## config.mk

```make
export PLATFORM = sky130hd
export DESIGN_NAME = bgra_premultiply_to_ycbcr
export DESIGN_NICKNAME = d
export VERILOG_FILES = /design/src/bpy_pkg.sv /design/src/bpy_premul.sv /design/src/bpy_matrix.sv /design/src/bgra_premultiply_to_ycbcr.sv
export SDC_FILE = /design/constraint.sdc
export NUM_CORES = 1
export LEC_CHECK = 0
export ABC_AREA = 0
export BUFFER_PORTS_ARGS = -buffer_cell sky130_fd_sc_hd__buf_4
export CAP_MARGIN = 20
export CORE_UTILIZATION = 34
export CTS_CLUSTER_DIAMETER = 50
export CTS_CLUSTER_SIZE = 40
export DETAILED_ROUTE_END_ITERATION = 10
export SLEW_MARGIN = 15
export SYNTH_ARGS = -nofsm -noshare
export SYNTH_HDL_FRONTEND = slang
export SYNTH_HIERARCHICAL = 1
export SYNTH_SLANG_ARGS = --single-unit
```

## constraint.sdc

```tcl
create_clock -name clk -period 5.8 [get_ports clk]
set_clock_uncertainty 0.2 [all_clocks]
set_input_delay 0.29 -clock clk [delete_from_list [all_inputs] [get_ports clk]]
set_output_delay 0.29 -clock clk [all_outputs]
set_load 0.02 [all_outputs]
```

## src/bpy_pkg.sv

```systemverilog
// ----------------------------------------------------------------------------
// bpy_pkg
// Shared types, coefficient sets and rounding helpers for the premultiplied
// BGRA to limited-range YCbCr converter.
// ----------------------------------------------------------------------------
`default_nettype none

package bpy_pkg;

  // Input request payload.
  typedef struct packed {
    logic [7:0] blue;
    logic [7:0] green;
    logic [7:0] red;
    logic [7:0] alpha;
    logic       chroma_site;
  } in_t;

  // Result payload.
  typedef struct packed {
    logic [7:0] luma;
    logic       chroma_valid;
    logic [7:0] cb;
    logic [7:0] cr;
  } out_t;

  // Premultiplied pixel handed from the premultiply stages to the matrix.
  typedef struct packed {
    logic [7:0] blue;
    logic [7:0] green;
    logic [7:0] red;
    logic       chroma_site;
  } pmul_t;

  // Per-standard matrix coefficients, 8-bit fixed point.
  typedef struct packed {
    logic signed [8:0] yr;
    logic signed [8:0] yg;
    logic signed [8:0] yb;
    logic signed [8:0] ur;
    logic signed [8:0] ug;
    logic signed [8:0] vg;
    logic signed [8:0] vb;
  } coef_t;

  localparam coef_t COEF_709 = '{
    yr: 9'sd47,  yg: 9'sd157, yb: 9'sd16,
    ur: -9'sd26, ug: -9'sd87, vg: -9'sd102, vb: -9'sd10
  };

  localparam coef_t COEF_601 = '{
    yr: 9'sd66,  yg: 9'sd129, yb: 9'sd25,
    ur: -9'sd38, ug: -9'sd74, vg: -9'sd94, vb: -9'sd18
  };

  // Shared by both standards: blue weight of Cb and red weight of Cr.
  localparam logic signed [8:0] C_MAIN = 9'sd112;

  localparam logic signed [10:0] Y_OFFSET = 11'sd16;
  localparam logic signed [10:0] C_OFFSET = 11'sd128;

  function automatic coef_t coef_sel(input logic hd);
    coef_t c;
    c = hd ? COEF_709 : COEF_601;
    return c;
  endfunction

  // Signed coefficient times unsigned byte; the product magnitude stays
  // below 2^16, so 17 signed bits hold it.
  function automatic logic signed [16:0] mul_coef(input logic signed [8:0] c,
                                                  input logic [7:0] v);
    logic signed [16:0] cs;
    logic signed [16:0] vs;
    cs = 17'(c);
    vs = $signed({9'b0, v});
    return cs * vs;
  endfunction

  // Add half an LSB, floor-shift by 8, add the offset and saturate to a byte.
  function automatic logic [7:0] rnd_clamp(input logic signed [17:0] sum,
                                           input logic signed [10:0] offset);
    logic signed [17:0] t;
    logic signed [9:0]  sh;
    logic signed [10:0] v;
    logic [7:0]         res;
    t  = sum + 18'sd128;
    sh = t[17:8];
    v  = 11'(sh) + offset;
    if (v < 11'sd0) begin
      res = 8'd0;
    end else if (v > 11'sd255) begin
      res = 8'd255;
    end else begin
      res = v[7:0];
    end
    return res;
  endfunction

endpackage

`default_nettype wire

```

## src/bpy_premul.sv

```systemverilog
// ----------------------------------------------------------------------------
// bpy_premul
// Two pipeline stages: channel times alpha, then an exact divide by 255.
// ----------------------------------------------------------------------------
`default_nettype none

module bpy_premul (
  input  wire logic          clk,
  input  wire logic          rst_n,
  input  wire logic          in_valid,
  input  wire bpy_pkg::in_t  in_data,
  output logic               pm_valid,
  output bpy_pkg::pmul_t     pm_data
);

  logic        s1_valid_r;
  logic [15:0] s1_b_r;
  logic [15:0] s1_g_r;
  logic [15:0] s1_r_r;
  logic        s1_site_r;

  logic           s2_valid_r;
  bpy_pkg::pmul_t s2_data_r;
  bpy_pkg::pmul_t s2_data_nxt;

  // Floor of x/255 for x up to 255*255: (x + (x >> 8) + 1) >> 8 is exact
  // over that range, and the sum never leaves 16 bits.
  function automatic logic [7:0] div255(input logic [15:0] x);
    logic [15:0] s;
    s = x + {8'd0, x[15:8]} + 16'd1;
    return s[15:8];
  endfunction

  always_ff @(posedge clk) begin
    if (!rst_n) begin
      s1_valid_r <= 1'b0;
      s2_valid_r <= 1'b0;
    end else begin
      s1_valid_r <= in_valid;
      s2_valid_r <= s1_valid_r;
    end
  end

  always_ff @(posedge clk) begin
    s1_b_r    <= 16'(in_data.blue)  * 16'(in_data.alpha);
    s1_g_r    <= 16'(in_data.green) * 16'(in_data.alpha);
    s1_r_r    <= 16'(in_data.red)   * 16'(in_data.alpha);
    s1_site_r <= in_data.chroma_site;
    s2_data_r <= s2_data_nxt;
  end

  always_comb begin
    s2_data_nxt.blue        = div255(s1_b_r);
    s2_data_nxt.green       = div255(s1_g_r);
    s2_data_nxt.red         = div255(s1_r_r);
    s2_data_nxt.chroma_site = s1_site_r;
  end

  assign pm_valid = s2_valid_r;
  assign pm_data  = s2_data_r;

endmodule

`default_nettype wire

```

## src/bpy_matrix.sv

```systemverilog
// ----------------------------------------------------------------------------
// bpy_matrix
// Two pipeline stages: nine coefficient products, then the three sums with
// rounding, offset and saturation.
// ----------------------------------------------------------------------------
`default_nettype none

module bpy_matrix (
  input  wire logic           clk,
  input  wire logic           rst_n,
  input  wire logic           hd_mode,
  input  wire logic           pm_valid,
  input  wire bpy_pkg::pmul_t pm_data,
  output logic                res_valid,
  output bpy_pkg::out_t       res_data
);

  bpy_pkg::coef_t coef;

  logic               s3_valid_r;
  logic               s3_site_r;
  logic signed [16:0] s3_yr_r, s3_yg_r, s3_yb_r;
  logic signed [16:0] s3_ur_r, s3_ug_r, s3_ub_r;
  logic signed [16:0] s3_vr_r, s3_vg_r, s3_vb_r;

  logic signed [17:0] y_sum, u_sum, v_sum;

  logic          s4_valid_r;
  bpy_pkg::out_t s4_data_r;
  bpy_pkg::out_t s4_data_nxt;

  // Change hd_mode only while the pipeline is empty (the block does not enforce it); it is used directly.
  assign coef = bpy_pkg::coef_sel(hd_mode);

  always_ff @(posedge clk) begin
    if (!rst_n) begin
      s3_valid_r <= 1'b0;
      s4_valid_r <= 1'b0;
    end else begin
      s3_valid_r <= pm_valid;
      s4_valid_r <= s3_valid_r;
    end
  end

  always_ff @(posedge clk) begin
    s3_site_r <= pm_data.chroma_site;
    s3_yr_r   <= bpy_pkg::mul_coef(coef.yr, pm_data.red);
    s3_yg_r   <= bpy_pkg::mul_coef(coef.yg, pm_data.green);
    s3_yb_r   <= bpy_pkg::mul_coef(coef.yb, pm_data.blue);
    s3_ur_r   <= bpy_pkg::mul_coef(coef.ur, pm_data.red);
    s3_ug_r   <= bpy_pkg::mul_coef(coef.ug, pm_data.green);
    s3_ub_r   <= bpy_pkg::mul_coef(bpy_pkg::C_MAIN, pm_data.blue);
    s3_vr_r   <= bpy_pkg::mul_coef(bpy_pkg::C_MAIN, pm_data.red);
    s3_vg_r   <= bpy_pkg::mul_coef(coef.vg, pm_data.green);
    s3_vb_r   <= bpy_pkg::mul_coef(coef.vb, pm_data.blue);
    s4_data_r <= s4_data_nxt;
  end

  assign y_sum = 18'(s3_yr_r) + 18'(s3_yg_r) + 18'(s3_yb_r);
  assign u_sum = 18'(s3_ur_r) + 18'(s3_ug_r) + 18'(s3_ub_r);
  assign v_sum = 18'(s3_vr_r) + 18'(s3_vg_r) + 18'(s3_vb_r);

  always_comb begin
    s4_data_nxt.luma         = bpy_pkg::rnd_clamp(y_sum, bpy_pkg::Y_OFFSET);
    s4_data_nxt.chroma_valid = s3_site_r;
    // Pixels off a chroma site report zero chroma.
    if (s3_site_r) begin
      s4_data_nxt.cb = bpy_pkg::rnd_clamp(u_sum, bpy_pkg::C_OFFSET);
      s4_data_nxt.cr = bpy_pkg::rnd_clamp(v_sum, bpy_pkg::C_OFFSET);
    end else begin
      s4_data_nxt.cb = 8'd0;
      s4_data_nxt.cr = 8'd0;
    end
  end

  assign res_valid = s4_valid_r;
  assign res_data  = s4_data_r;

endmodule

`default_nettype wire

```

## src/bgra_premultiply_to_ycbcr.sv

```systemverilog
// ----------------------------------------------------------------------------
// bgra_premultiply_to_ycbcr
// Premultiplies a BGRA pixel by its alpha and converts it to limited-range
// Y, Cb and Cr with BT.601 or BT.709 coefficients.
//
//   channel  direction  handshake          payload
//   in_      request    start, busy        in_data   (bpy_pkg::in_t)
//   out_     result     out_valid strobe   out_data  (bpy_pkg::out_t)
//   cfg_     write      cfg_we             cfg_wdata (hd_mode)
//
// One request is taken every cycle; busy is always low.
// Each request passes through the four pipeline stages: multiply,
// divide by 255, coefficient multiply, sum/clamp.
// Reset clears the stage valid bits and selects BT.601.
// The receiver cannot stall, so results are strobed for one cycle only.
// ----------------------------------------------------------------------------
`default_nettype none

module bgra_premultiply_to_ycbcr (
  input  wire logic         clk,
  input  wire logic         rst_n,
  input  wire logic         start,
  output logic              busy,
  input  wire bpy_pkg::in_t in_data,
  output logic              out_valid,
  output bpy_pkg::out_t     out_data,
  input  wire logic         cfg_we,
  input  wire logic         cfg_wdata
);

  logic           hd_mode_r;
  logic           pm_valid;
  bpy_pkg::pmul_t pm_data;

  assign busy = 1'b0;

  always_ff @(posedge clk) begin
    if (!rst_n) begin
      hd_mode_r <= 1'b0;
    end else if (cfg_we) begin
      hd_mode_r <= cfg_wdata;
    end
  end

  bpy_premul u_premul (
    .clk      (clk),
    .rst_n    (rst_n),
    .in_valid (start & ~busy),
    .in_data  (in_data),
    .pm_valid (pm_valid),
    .pm_data  (pm_data)
  );

  bpy_matrix u_matrix (
    .clk       (clk),
    .rst_n     (rst_n),
    .hd_mode   (hd_mode_r),
    .pm_valid  (pm_valid),
    .pm_data   (pm_data),
    .res_valid (out_valid),
    .res_data  (out_data)
  );

  // A result always comes from a matching request taken earlier.
  assert property (@(posedge clk) disable iff (!rst_n)
    out_valid |-> $past(start, 4))
    else $error("result without a matching request");

  // Chroma validity follows the chroma site of the same request.
  assert property (@(posedge clk) disable iff (!rst_n)
    out_valid |-> (out_data.chroma_valid == $past(in_data.chroma_site, 4)))
    else $error("chroma_valid does not match the request");

  // Off a chroma site the chroma fields are zero.
  assert property (@(posedge clk) disable iff (!rst_n)
    (out_valid && !out_data.chroma_valid) |-> (out_data.cb == 8'd0 && out_data.cr == 8'd0))
    else $error("chroma not zero off a chroma site");

  // A fully transparent pixel is black: Y at 16, chroma at mid scale.
  assert property (@(posedge clk) disable iff (!rst_n)
    (out_valid && $past(in_data.alpha, 4) == 8'd0) |->
      (out_data.luma == 8'd16 &&
       (!out_data.chroma_valid || (out_data.cb == 8'd128 && out_data.cr == 8'd128))))
    else $error("transparent pixel not converted to black");

endmodule

`default_nettype wire
```

==> metrics.cfg <==
[run_status]
status=completed

[clocking]
clock_path_buffers=3
clk_pin_slew_worst_paths_ns=0.07
clockRootBuffer=clkbuf_16
clock_latency_ns=0.59
post-cts-setup-buffers=0
cts_buffers=31
clock_sinks=231
cts_max_level=1
cts_tree=done

[grt]
grt_max_degree=34
grt_pass1_vias=18426
antenna_found_initial=0
grtUsageTotal=0.138
gr-total-overflow=0
grt_pass1_wl_um=91600

[worst_setup_path]
cp.arrival_ns=5.88
cp-start-kind=register
crit_top_cell=inv_1
worstSetupPathType=reg -> reg
end_kind=register
reg2reg_depth=18
crit_fanout=7
r2r_start=u_matrix/s3_yr_r[6]
path_cells=inv_1 -> fa_1 -> inv_1 -> fa_1 -> ha_1 -> and2_2 -> a221o_2 -> a21boi_1 -> a211oi_1 -> or3_1 -> ha_1 -> inv_1 -> or4_1 -> a2111oi_4 -> a41oi_1 -> or4_1 -> o211a_1 -> o21ai_0
path_buf_inv=3
crit_family=simple AND/OR/NAND/NOR gates
rr_endpoint=u_matrix/res_data[22]
timing.reg2reg.setup_slack_ns=0.22
critPathMaxStageDelay_ns=0.59
cp_slowest_cell=or4_1
crit_required_ns=6.10

[timing]
slew_viol_final=0
finalCritPeriodShare=0.962
slew_headroom=0.566
hold_violations=0
tightest_slew_ns=0.648
setup_viol=0
fmax_mhz=179
min_period_ns=5.58

[cells_and_area]
n_antenna_cell=0
final_core_util=0.385
layout-drive-gt1-share=0.0525
layout_common_cells=676 x inv_1, 485 x ha_1, 340 x fa_1
final_common_cell=inv_1
nets=3793
area_growth_pct=11.5

[synthesis]
synth_edf_count=0
synth_cell_types=78
syn_avg_cell_area_um2=9.48
ys_seq_elements=231
ys.warnings.count=6
ys_seq_area_frac=0.172
syn_inst=2831
syn_area_um2=26800
async_flop_share=0
ys.flop_type=dfxtp_1

[die]
die-area_um2=80100
die_h_um=283
start_util=0.345
core-area_um2=77700
std_cell_rows=102
die_w_um=283
io_pins=65

[drt]
drt-pass1-iter-count=5
viasPerCell=4.45
vias=17768
drc=0
drt_iter0_drc=725
wirelength_um=52900
drtAntennaViolNets=0
wl_per_cell_um=13.3

[worst_hold_path]
holdPathStages=3
hold_path.class=in -> reg
hold_end=u_premul/s1_r_r[1]
hold_start=in_data[1]

[placed_design]
port_buffers=63
gp_congestion=0.830
hpwl_um=45000

[job]
drv_cap=0

==> per-layer routing <==
metal	up-vias	global-route usage	wire, um
met5	-	0	0
met4	0	0.0262	988
met3	42	0.0134	1280
met2	169	0.227	23900
met1	8447	0.195	26700
li1	9110	-	-
==> synth_stat cells (13+ instances only) <==
cell type,instances,area [um^2]
nand2_1,109,409
a21boi_0,13,97.6
nor3_1,22,110
dfxtp_1,231,4620
xnor2_1,118,1030
a31oi_1,13,81.3
o21a_1,14,105
a21oi_1,107,536
clkbuf_1,36,135
inv_1,676,2540
nand4_1,15,93.8
ha_1,485,6070
nor2b_1,32,200
a21o_1,37,278
nor2_1,91,342
nand3_1,20,100
fa_1,340,6810
xor2_1,44,385
nand2b_1,23,144
and2_1,180,1130
o21ai_0,77,385
==> per-stage QoR <==
step / hold slack [ns] / cell area [um^2] / setup WS [ns] / instances / TNS, ns
4_1_cts: 0.0285 / 29900 / 0.0706 / 3993 / 0
6_report: 0.0607 / 29900 / 0.223 / 3993 / 0
2_1_floorplan: 0.110 / 26900 / 0.412 / 2847 / 0
5_1_grt: 0.0804 / 29900 / -0.0333 / 3993 / -0.114
3_3_place_gp: 0.112 / 28600 / 0.200 / 3922 / 0
3_5_place_dp: 0.115 / 28600 / 0.105 / 3922 / 0
==> worst reg2reg max path: cells and delay by family (launching register included) <==
family,cells,cell delay [ns]
compound gates,7,1.57
simple gates,4,1.74
flops,1,0.31
fa+ha+maj,4,1.49
buf+inv,3,0.18
==> how the worst max path moves through the flow <==
stage / start / to / slack [ns] / cells past startpoint
global placement: u_matrix/s3_yr_r[6] / u_matrix/res_data[20] / 0.20 / 18
floorplan: u_matrix/s3_yr_r[6] / u_matrix/res_data[20] / 0.41 / 19
CTS: u_matrix/s3_yr_r[6] / u_matrix/res_data[22] / 0.07 / 18
global route: u_matrix/s3_yr_r[6] / u_matrix/res_data[19] / -0.03 / 18
finish: u_matrix/s3_yr_r[6] / u_matrix/res_data[22] / 0.22 / 18
detailed placement: u_matrix/s3_yr_r[6] / u_matrix/res_data[22] / 0.11 / 18
==> registers in the layout, summed over array words and instances (netlist names) <==
| name | cells |
|---|---|
| u_premul/s1_r_r | 16 |
| u_matrix/res_data | 25 |
| u_premul/s1_b_r | 16 |
| u_matrix/res_valid | 1 |
| u_matrix/s3_ub_r | 9 |
| u_matrix/s3_yb_r | 14 |
| u_premul/s1_valid_r | 1 |
| u_matrix/s3_vg_r | 16 |
| u_matrix/s3_yg_r | 12 |
| u_matrix/s3_ur_r | 16 |
| u_matrix/s3_valid_r | 1 |
| u_premul/pm_data | 25 |
| hd_mode_r | 1 |
| u_premul/pm_valid | 1 |
| u_matrix/s3_site_r | 1 |
| u_matrix/s3_vb_r | 16 |
| u_matrix/s3_vr_r | 10 |
| u_premul/s1_g_r | 16 |
| u_matrix/s3_yr_r | 17 |
| u_matrix/s3_ug_r | 16 |
| u_premul/s1_site_r | 1 |
==> timing repair <==
action / 4_1_cts / 5_1_grt
endpoints found under the hold margin: 12 / 0
endpoints found under the setup margin: 0 / 6
gates resized for setup: 0 / 4
hold buffers: 15 / 0
==> logic make-up (layout without fill, tap and decap cells) <==
| logic type | after synthesis | after routing | synth area share |
|---|---|---|---|
| flops | 231 | 231 | 0.172 |
| compound gates | 350 | 350 | 0.0851 |
| simple gates | 541 | 541 | 0.107 |
| xor+xnor | 163 | 163 | 0.0537 |
| buf+inv | 715 | 821 | 0.100 |
| fa+ha+maj | 825 | 825 | 0.480 |
| mux | 3 | 3 | 0.00117 |
| other cells | 3 | 19 | 0.000419 |
==> cell type report <==
cell class | instances | area (um^2)
clock inverter | 23 | 340
tap | 1040 | 1300
sequential | 231 | 4630
timing repair buffer | 89 | 718
inverter | 676 | 2540
clock buffer | 33 | 803
multi-input combinational | 1901 | 19600
fill | 7780 | 47800
Power is left out: the tool's default activity adds up to more than one toggle a clock period on the data nets, which glitch-free logic cannot reach.
